==> src/sv/pad_pkg.sv <==
// shared constants, register indexes and the reciprocal lookup table of the phase angle dimmer
package pad_pkg;

	// default width of the sequencer phase timer
	localparam int unsigned TIMER_BITS_DEF = 14;

	// configuration port shape
	localparam int unsigned CFG_INDEX_W = 3;
	localparam int unsigned CFG_DATA_W  = 14;

	// configuration register indexes
	localparam logic [CFG_INDEX_W-1:0] REG_HALF_PERIOD = 3'd0;
	localparam logic [CFG_INDEX_W-1:0] REG_PULSE_WIDTH = 3'd1;
	localparam logic [CFG_INDEX_W-1:0] REG_MIN_LEVEL   = 3'd2;
	localparam logic [CFG_INDEX_W-1:0] REG_MAX_LEVEL   = 3'd3;
	localparam logic [CFG_INDEX_W-1:0] REG_HOLDOFF     = 3'd4;
	localparam logic [CFG_INDEX_W-1:0] REG_CONFIRM     = 3'd5;

	// configuration reset values
	localparam logic [13:0] HALF_PERIOD_RST = 14'd10000;
	localparam logic [13:0] PULSE_WIDTH_RST = 14'd2000;
	localparam logic [6:0]  MIN_LEVEL_RST   = 7'd20;
	localparam logic [6:0]  MAX_LEVEL_RST   = 7'd100;
	localparam logic [4:0]  HOLDOFF_RST     = 5'd20;
	localparam logic [7:0]  CONFIRM_RST     = 8'd10;

	// brightness reset value
	localparam logic [6:0] LEVEL_RST = 7'd20;

	// brightness step thresholds and sizes
	localparam logic [6:0] STEP_FINE_BELOW = 7'd30;
	localparam logic [6:0] STEP_MID_BELOW  = 7'd50;
	localparam logic [3:0] STEP_FINE       = 4'd1;
	localparam logic [3:0] STEP_MID        = 4'd3;
	localparam logic [3:0] STEP_COARSE     = 4'd10;
	localparam int unsigned FULL_LEVEL     = 100;

	// reciprocal table: gap = (half_period * RECIP_TABLE[level]) >> RECIP_SHIFT
	localparam int unsigned RECIP_SHIFT = 21;
	typedef logic [RECIP_SHIFT-1:0] recip_t;
	typedef recip_t [127:0] recip_table_t;

	// ceil((100 - level) * 2^shift / 100), zero where no gap is timed
	function automatic recip_table_t build_recip();
		recip_table_t tab;
		int unsigned num;
		for (int i = 0; i < 128; i++) begin
			if (i == 0 || i >= FULL_LEVEL) begin
				tab[i] = '0;
			end else begin
				num = 32'((FULL_LEVEL - i) * (1 << RECIP_SHIFT) + FULL_LEVEL - 1);
				tab[i] = recip_t'(num / FULL_LEVEL);
			end
		end
		return tab;
	endfunction

	localparam recip_table_t RECIP_TABLE = build_recip();

	// button step size for a given brightness
	function automatic logic [3:0] step_of(input logic [6:0] lv);
		if (lv < STEP_FINE_BELOW) begin
			return STEP_FINE;
		end else if (lv < STEP_MID_BELOW) begin
			return STEP_MID;
		end
		return STEP_COARSE;
	endfunction

endpackage

==> src/sv/phase_angle_dimmer.sv <==
// top level of the phase angle dimmer: buttons, zero-cross confirm and gate sequencer
//
// One input item is one microsecond tick of the zero-cross pin and the two
// active-low buttons, taken on in_valid/in_ready. Each item yields exactly one
// result item (gate_drive, brightness) on out_valid/out_ready.
// The result of an item sits in the output register in the cycle after it is
// accepted. Throughput is one item per cycle while results are taken; all the
// work of a tick is done between the state registers and the output register,
// with the gap length formed by one 14 x 21 bit multiply of registered values.
// If the receiver stalls, the result is held and in_ready drops until it is
// taken; the next item is accepted in the same cycle the result drains.
// The configuration channel (cfg_valid/cfg_ready, cfg_index, cfg_data) is
// always ready and writes one register per handshake; unused indexes are
// dropped. Write it only while the block is idle.
// Reset loads the register defaults, sets brightness to 20 percent, clears the
// hold-off, puts the sequencer in idle and empties the output register.
module phase_angle_dimmer
	import pad_pkg::*;
#(
	parameter int unsigned TIMER_BITS = TIMER_BITS_DEF
) (
	input  logic                   clk,
	input  logic                   arst_n,
	input  logic                   in_valid,
	output logic                   in_ready,
	input  logic                   zero_cross_level,
	input  logic                   button_down_n,
	input  logic                   button_up_n,
	output logic                   out_valid,
	input  logic                   out_ready,
	output logic                   gate_drive,
	output logic [6:0]             brightness,
	input  logic                   cfg_valid,
	output logic                   cfg_ready,
	input  logic [CFG_INDEX_W-1:0] cfg_index,
	input  logic [CFG_DATA_W-1:0]  cfg_data
);

	localparam logic [2:0] PH_IDLE    = 3'd0;
	localparam logic [2:0] PH_CONFIRM = 3'd1;
	localparam logic [2:0] PH_GAP     = 3'd2;
	localparam logic [2:0] PH_PULSE1  = 3'd3;
	localparam logic [2:0] PH_SPACE   = 3'd4;
	localparam logic [2:0] PH_PULSE2  = 3'd5;
	localparam logic [2:0] PH_REST    = 3'd6;

	localparam int unsigned TIMER_MAX = (1 << TIMER_BITS) - 1;
	localparam int unsigned PROD_W    = 14 + RECIP_SHIFT;

	typedef logic [TIMER_BITS-1:0] timer_t;

	// saturating load of the phase timer
	function automatic timer_t timer_sat(input logic [13:0] v);
		if (32'(v) > TIMER_MAX) begin
			return '1;
		end
		return TIMER_BITS'(v);
	endfunction

	// configuration registers
	logic [13:0] half_period_q;
	logic [13:0] pulse_width_q;
	logic [6:0]  min_level_q;
	logic [6:0]  max_level_q;
	logic [4:0]  holdoff_cfg_q;
	logic [7:0]  confirm_q;

	// block state
	logic [6:0] level_q;
	logic [4:0] holdoff_q;
	logic       prev_cross_q;
	logic [2:0] phase_q;
	timer_t     timer_q;
	logic       gap_first_q;
	recip_t     recip_q;

	// output register
	logic       out_valid_q;
	logic       gate_q;
	logic [6:0] bright_q;

	logic       in_fire;
	timer_t     pulse_load;
	timer_t     space_load;
	timer_t     half_load;
	timer_t     gap_load;
	logic [PROD_W-1:0] gap_prod;

	logic [6:0] btn_level;
	logic [4:0] btn_hold;
	logic [3:0] dn_step;
	logic [7:0] up_sum;

	logic [6:0] cc_level_src;
	logic [4:0] cc_hold_src;
	logic [4:0] cc_hold;
	logic [2:0] cc_phase;
	timer_t     cc_timer;
	logic       cc_gap_first;

	logic [6:0] level_d;
	logic [4:0] hold_d;
	logic       prev_d;
	logic [2:0] phase_d;
	timer_t     timer_d;
	logic       gap_first_d;
	logic       gate_d;
	timer_t     conf_t;
	logic [2:0] ch_phase;
	timer_t     ch_timer;
	logic [6:0] level_next;

	// handshakes
	assign in_ready  = !out_valid_q || out_ready;
	assign in_fire   = in_valid && in_ready;
	assign cfg_ready = 1'b1;

	assign out_valid  = out_valid_q;
	assign gate_drive = gate_q;
	assign brightness = bright_q;

	// phase lengths from configuration
	assign pulse_load = timer_sat(pulse_width_q);
	assign space_load = timer_sat(half_period_q > pulse_width_q ?
		half_period_q - pulse_width_q : 14'd0);
	assign half_load  = timer_sat(half_period_q);

	// firing gap from the registered reciprocal of the current level
	assign gap_prod = PROD_W'(half_period_q) * PROD_W'(recip_q);
	assign gap_load = timer_sat(gap_prod[PROD_W-1:RECIP_SHIFT]);

	// button scan: down first, then up on the new level
	always_comb begin
		btn_level = level_q;
		btn_hold  = holdoff_q;
		dn_step   = step_of(level_q);
		up_sum    = '0;
		if (holdoff_q == '0) begin
			if (!button_down_n) begin
				if ({1'b0, level_q} < 8'(dn_step) + {1'b0, min_level_q}) begin
					btn_level = '0;
				end else begin
					btn_level = level_q - 7'(dn_step);
				end
				btn_hold = holdoff_cfg_q;
			end
			if (!button_up_n) begin
				up_sum = {1'b0, btn_level} + 8'(step_of(btn_level));
				if (up_sum < {1'b0, min_level_q}) begin
					btn_level = min_level_q;
				end else if (up_sum > {1'b0, max_level_q}) begin
					btn_level = max_level_q;
				end else begin
					btn_level = up_sum[6:0];
				end
				btn_hold = holdoff_cfg_q;
			end
		end
	end

	// confirmed crossing: hold-off countdown and choice of gap or rest
	always_comb begin
		cc_level_src = (phase_q == PH_IDLE) ? btn_level : level_q;
		cc_hold_src  = (phase_q == PH_IDLE) ? btn_hold : holdoff_q;
		cc_hold      = (cc_hold_src != '0) ? cc_hold_src - 5'd1 : '0;
		if (cc_level_src != '0) begin
			cc_phase     = PH_GAP;
			cc_timer     = timer_q;
			cc_gap_first = 1'b1;
		end else begin
			cc_phase     = PH_REST;
			cc_timer     = half_load;
			cc_gap_first = 1'b0;
		end
	end

	// sequencer next state for one tick
	always_comb begin
		level_d     = level_q;
		hold_d      = holdoff_q;
		prev_d      = prev_cross_q;
		phase_d     = phase_q;
		timer_d     = timer_q;
		gap_first_d = gap_first_q;
		gate_d      = 1'b0;
		conf_t      = timer_q;
		ch_phase    = phase_q;
		ch_timer    = gap_first_q ? gap_load : timer_q;
		case (phase_q)
			PH_IDLE: begin
				level_d = btn_level;
				hold_d  = btn_hold;
				prev_d  = zero_cross_level;
				if (zero_cross_level && !prev_cross_q) begin
					if (confirm_q == '0) begin
						hold_d      = cc_hold;
						phase_d     = cc_phase;
						timer_d     = cc_timer;
						gap_first_d = cc_gap_first;
					end else begin
						phase_d = PH_CONFIRM;
						timer_d = TIMER_BITS'(confirm_q);
					end
				end
			end
			PH_CONFIRM: begin
				if (timer_q != '0) begin
					conf_t = timer_q - TIMER_BITS'(1);
				end
				timer_d = conf_t;
				if (conf_t == '0) begin
					if (zero_cross_level) begin
						hold_d      = cc_hold;
						phase_d     = cc_phase;
						timer_d     = cc_timer;
						gap_first_d = cc_gap_first;
					end else begin
						phase_d = PH_IDLE;
					end
				end
			end
			default: begin
				// skip phases of zero length within the tick
				for (int i = 0; i < 4; i++) begin
					if (ch_phase != PH_IDLE && ch_timer == '0) begin
						case (ch_phase)
							PH_GAP: begin
								ch_phase = PH_PULSE1;
								ch_timer = pulse_load;
							end
							PH_PULSE1: begin
								ch_phase = PH_SPACE;
								ch_timer = space_load;
							end
							PH_SPACE: begin
								ch_phase = PH_PULSE2;
								ch_timer = pulse_load;
							end
							default: begin
								ch_phase = PH_IDLE;
								ch_timer = '0;
							end
						endcase
					end
				end
				if (ch_phase != PH_IDLE) begin
					gate_d   = (ch_phase == PH_PULSE1) || (ch_phase == PH_PULSE2);
					ch_timer = ch_timer - TIMER_BITS'(1);
				end
				phase_d     = ch_phase;
				timer_d     = ch_timer;
				gap_first_d = 1'b0;
			end
		endcase
	end

	assign level_next = in_fire ? level_d : level_q;

	// configuration writes
	always_ff @(posedge clk or negedge arst_n) begin
		if (!arst_n) begin
			half_period_q <= HALF_PERIOD_RST;
			pulse_width_q <= PULSE_WIDTH_RST;
			min_level_q   <= MIN_LEVEL_RST;
			max_level_q   <= MAX_LEVEL_RST;
			holdoff_cfg_q <= HOLDOFF_RST;
			confirm_q     <= CONFIRM_RST;
		end else if (cfg_valid) begin
			case (cfg_index)
				REG_HALF_PERIOD: half_period_q <= cfg_data[13:0];
				REG_PULSE_WIDTH: pulse_width_q <= cfg_data[13:0];
				REG_MIN_LEVEL:   min_level_q   <= cfg_data[6:0];
				REG_MAX_LEVEL:   max_level_q   <= cfg_data[6:0];
				REG_HOLDOFF:     holdoff_cfg_q <= cfg_data[4:0];
				REG_CONFIRM:     confirm_q     <= cfg_data[7:0];
				default: begin
				end
			endcase
		end
	end

	// block state, advanced once per accepted item
	always_ff @(posedge clk or negedge arst_n) begin
		if (!arst_n) begin
			level_q      <= LEVEL_RST;
			holdoff_q    <= '0;
			prev_cross_q <= 1'b1;
			phase_q      <= PH_IDLE;
			timer_q      <= '0;
			gap_first_q  <= 1'b0;
			recip_q      <= RECIP_TABLE[LEVEL_RST];
		end else begin
			recip_q <= RECIP_TABLE[level_next];
			if (in_fire) begin
				level_q      <= level_d;
				holdoff_q    <= hold_d;
				prev_cross_q <= prev_d;
				phase_q      <= phase_d;
				timer_q      <= timer_d;
				gap_first_q  <= gap_first_d;
			end
		end
	end

	// output register
	always_ff @(posedge clk or negedge arst_n) begin
		if (!arst_n) begin
			out_valid_q <= 1'b0;
		end else if (in_fire) begin
			out_valid_q <= 1'b1;
		end else if (out_ready) begin
			out_valid_q <= 1'b0;
		end
	end

	// result payload
	always_ff @(posedge clk) begin
		if (in_fire) begin
			gate_q   <= gate_d;
			bright_q <= level_d;
		end
	end

endmodule

==> config.mk <==
export PLATFORM = sky130hd
export DESIGN_NAME = phase_angle_dimmer
export DESIGN_NICKNAME = d
export VERILOG_FILES = /design/src/sv/pad_pkg.sv /design/src/sv/phase_angle_dimmer.sv
export SDC_FILE = /design/constraint.sdc
export NUM_CORES = 1
export LEC_CHECK = 0
export ABC_AREA = 1
export BUFFER_PORTS_ARGS = -buffer_cell sky130_fd_sc_hd__buf_2
export CORE_MARGIN = 2
export CORE_UTILIZATION = 50
export CTS_CLUSTER_DIAMETER = 200
export DETAILED_ROUTE_END_ITERATION = 10
export PLACE_DENSITY = 0.66
export SKIP_LAST_GASP = 1
export SYNTH_ARGS = -nofsm -noshare
export SYNTH_HDL_FRONTEND = slang
export SYNTH_SLANG_ARGS = --single-unit
==> constraint.sdc <==
create_clock -name clk -period 16.9 [get_ports clk]
set_input_delay 0.845 -clock clk [delete_from_list [all_inputs] [get_ports clk]]
set_output_delay 0.845 -clock clk [all_outputs]
set_load 0.005 [all_outputs]
==> results_dict.tcl <==
set metrics [dict create \
    outcome "finished clean" \
    cap_violations 0 \
    final_common_cell "nand2_1" \
    arrival_ns 10.04 \
    yosys-top-cells-area "fa_1 21%, nand2_1 19%, inv_1 13%" \
    port_buffers 34 \
    p_int_mw 1.64 \
    ir_worst_vdd_uv 133 \
    cts_setup_buffers 0 \
    reg2reg_depth 43 \
    routedWlPerCell_um 18.0 \
    initial_utilization_pct 50.4 \
    fp.dieH_um 215 \
    worst_setup_path_start_kind "flop" \
    fin_crit_sh_pct 57.3 \
    drv_slew 0 \
    cts_hold_buf 0 \
    seqCellArea_um2 2960 \
    power.density_nw_per_um2 174 \
    mostFrequentLayoutCells "1118 x nand2_1, 760 x inv_1, 228 x fa_1" \
    critical_path.most_common_cell "inv_1" \
    post_cts_resize_count 0 \
    hpwlAfterDp_mm 56.4 \
    gp_congestion 0.973 \
    core_area_um2 44000 \
    cpLargestDelayFamily "compound AO/OA/AOI/OAI gates" \
    drt.antenna.violating_nets 0 \
    num_rows 77 \
    drt_wl_total_mm 72.0 \
    setup_viol 0 \
    finalNetCount 3813 \
    switchingPower_mw 2.43 \
    grt_pass1_wl_mm 118 \
    syn2layout_area_growth_pct 5.41 \
    die-area_um2 46100 \
    synth_nets 3848 \
    crit_slowest_cell "nor2_1" \
    hp-class "primary input to async pin" \
    grt_pass1_vias 22197 \
    pwr-share-seq_pct 14.0 \
    n_fill_cell 4572 \
    slowest_delay_ns 0.89 \
    synth_cell_types 58 \
    fin_crit_ns 9.68 \
    grt_usage_pct 32.4 \
    worstReg2RegEnd "recip_q[19]" \
    utilization_pct 53.1 \
    rsz0062_at_grt "false" \
    cts.sinks 115 \
    p_leak_nw 13.7 \
    cts_tree "built" \
    cp.required_ns 17.26 \
    synth_top_flop_cell "dfrtp_1" \
    maxSlewHeadroom_pct 13.3 \
    dp_cells 3978 \
    worstSkewPairLatency_ns 0.45 \
    diodes 0 \
    die_w_um 215 \
    drt_iter0_drc 2026 \
    synthDominantCellAreaShare_pct 20.6 \
    critPathCaptureType "flop" \
    combPwrFrac_pct 76.1 \
    syn-instance-count 3440 \
    htreeDepth 4 \
    tightest_slew_ns 1.30 \
    syn_area_um2 22200 \
    drt_pass1_iterations 7 \
    finalNonFillerCells 4010 \
    critPathKind "flop to flop" \
    swShare_pct 59.7 \
    hold_viol 0 \
    fmax_mhz 103 \
    multi_input_area_um2 15800 \
    synth_seq_area_share_pct 13.3 \
    p_clk_share_pct 9.9 \
    drc 0 \
    syn_area_per_cell_um2 6.45 \
    async_reset_ff_share_pct 93.0 \
    finalClockSkew_ns 0.0149 \
    synth-seq-cells 115 \
    io_pins 36 \
    worst-path-buf-inv 10 \
    fin_setup_tns_ns 0 \
    synth_edf_count 8 \
    synth_warnings 0 \
    critPathMaxFanout 40 \
    vias_per_cell 5.36 \
    grt_max_degree 69 \
    vias 21500 \
    clk_pin_slew_ns 0.06 \
    r2r_start "level_q[2]" \
    rrSetupSlack_ns 7.22 \
    cts_max_path_buffers 2 \
    ctsRootBufferMaster "clkbuf_16" \
    yosysTopAreaCell "fa_1" \
    grt_antenna_before_repair 0 \
    grt.overflow.total 0 \
    cts-buffers-inserted 17 \
    drive_gt1_share_pct 6.52 \
]
[stage by stage]
stage                     worst slack (ns)  power, mW  area [µm²]  hold slack [ns]
after detailed placement              7.44       3.61       22700            0.479
after global routing                  6.46       4.52       23400            0.428
after global placement                7.55       3.60       22700            0.468
after floorplan                       9.12       2.74       22200            0.453
after CTS                             7.36       4.04       23400            0.382
final                                 7.22       4.08       23400            0.396
[flip-flops by register name (all words and copies together), names as in the netlist]
name / flops
recip_q: 20
half_load: 14
pulse_load: 14
timer_q: 14
confirm_q: 8
brightness: 7
level_q: 7
max_level_q: 7
min_level_q: 7
holdoff_cfg_q: 5
holdoff_q: 5
phase_q: 3
gap_first_q: 1
gate_drive: 1
out_valid: 1
prev_cross_q: 1
[cells in the mapped netlist, types with 6 or more instances]
library cell / instances
dfrtp_1: 73
nand2_2: 27
a21oi_1: 106
o21ai_1: 13
buf_4: 6
buf_2: 22
o21ai_0: 134
o21bai_1: 7
xnor2_1: 7
buf_1: 6
nor4_1: 6
or2_2: 7
o22ai_1: 8
nand3_1: 195
inv_2: 27
nor2_4: 10
xor2_1: 31
nand3b_1: 22
o211ai_1: 17
nand2_1: 1118
a31oi_1: 12
fa_1: 228
nor2_2: 14
inv_1: 760
ha_1: 155
nor2_1: 197
nand4_1: 31
clkbuf_1: 66
dfstp_2: 34
nand3_2: 8
edfxtp_1: 8
nor3_1: 29
[how the worst max path moves through the flow]
stage                   to        from  cells after the start
3_3_place_gp   recip_q[14]  level_q[2]                     46
2_1_floorplan   recip_q[5]  level_q[2]                     49
6_report       recip_q[19]  level_q[2]                     43
3_5_place_dp   recip_q[14]  level_q[2]                     46
4_1_cts        recip_q[14]  level_q[2]                     46
5_1_grt        recip_q[16]  level_q[2]                     47
[power by group through the flow]
stage / clock network (mW) / logic (mW) / registers [mW]
2_1_floorplan: 0 / 2.30 / 0.439
3_3_place_gp: 0 / 3.04 / 0.565
3_5_place_dp: 0 / 3.04 / 0.564
4_1_cts: 0.411 / 3.07 / 0.561
5_1_grt: 0.420 / 3.52 / 0.577
6_report: 0.404 / 3.10 / 0.569
[cell type report]
class                           count  share of cell area [%]
Inverter                          792                    12.7
Sequential cell                   115                    12.7
Tap cell                          592                    3.17
Multi-Input combinational cell   2428                    67.4
Timing Repair Buffer               51                    1.28
Clock inverter                      8                   0.637
Clock buffer                       24                    2.10
[cells by family after synthesis]
family / after synthesis / synth area share, %
AND/OR/NAND/NOR: 1678 / 32.0
buffers and inverters: 897 / 15.6
adder cells (fa/ha/maj): 383 / 29.3
AO/OA/AOI/OAI: 327 / 8.25
flip-flops: 115 / 13.3
XOR/XNOR: 38 / 1.50
other: 1 / 0.0169
multiplexers: 1 / 0.0508
[per-layer routing]
metal	GRT usage (%)	up-vias	wire (µm)
li1	-	10297	-
met1	42.5	10239	30800
met2	54.4	793	33900
met3	4.26	171	4680
met4	12.5	0	2610
met5	0	-	0
Power figures use the tool's default switching activity.
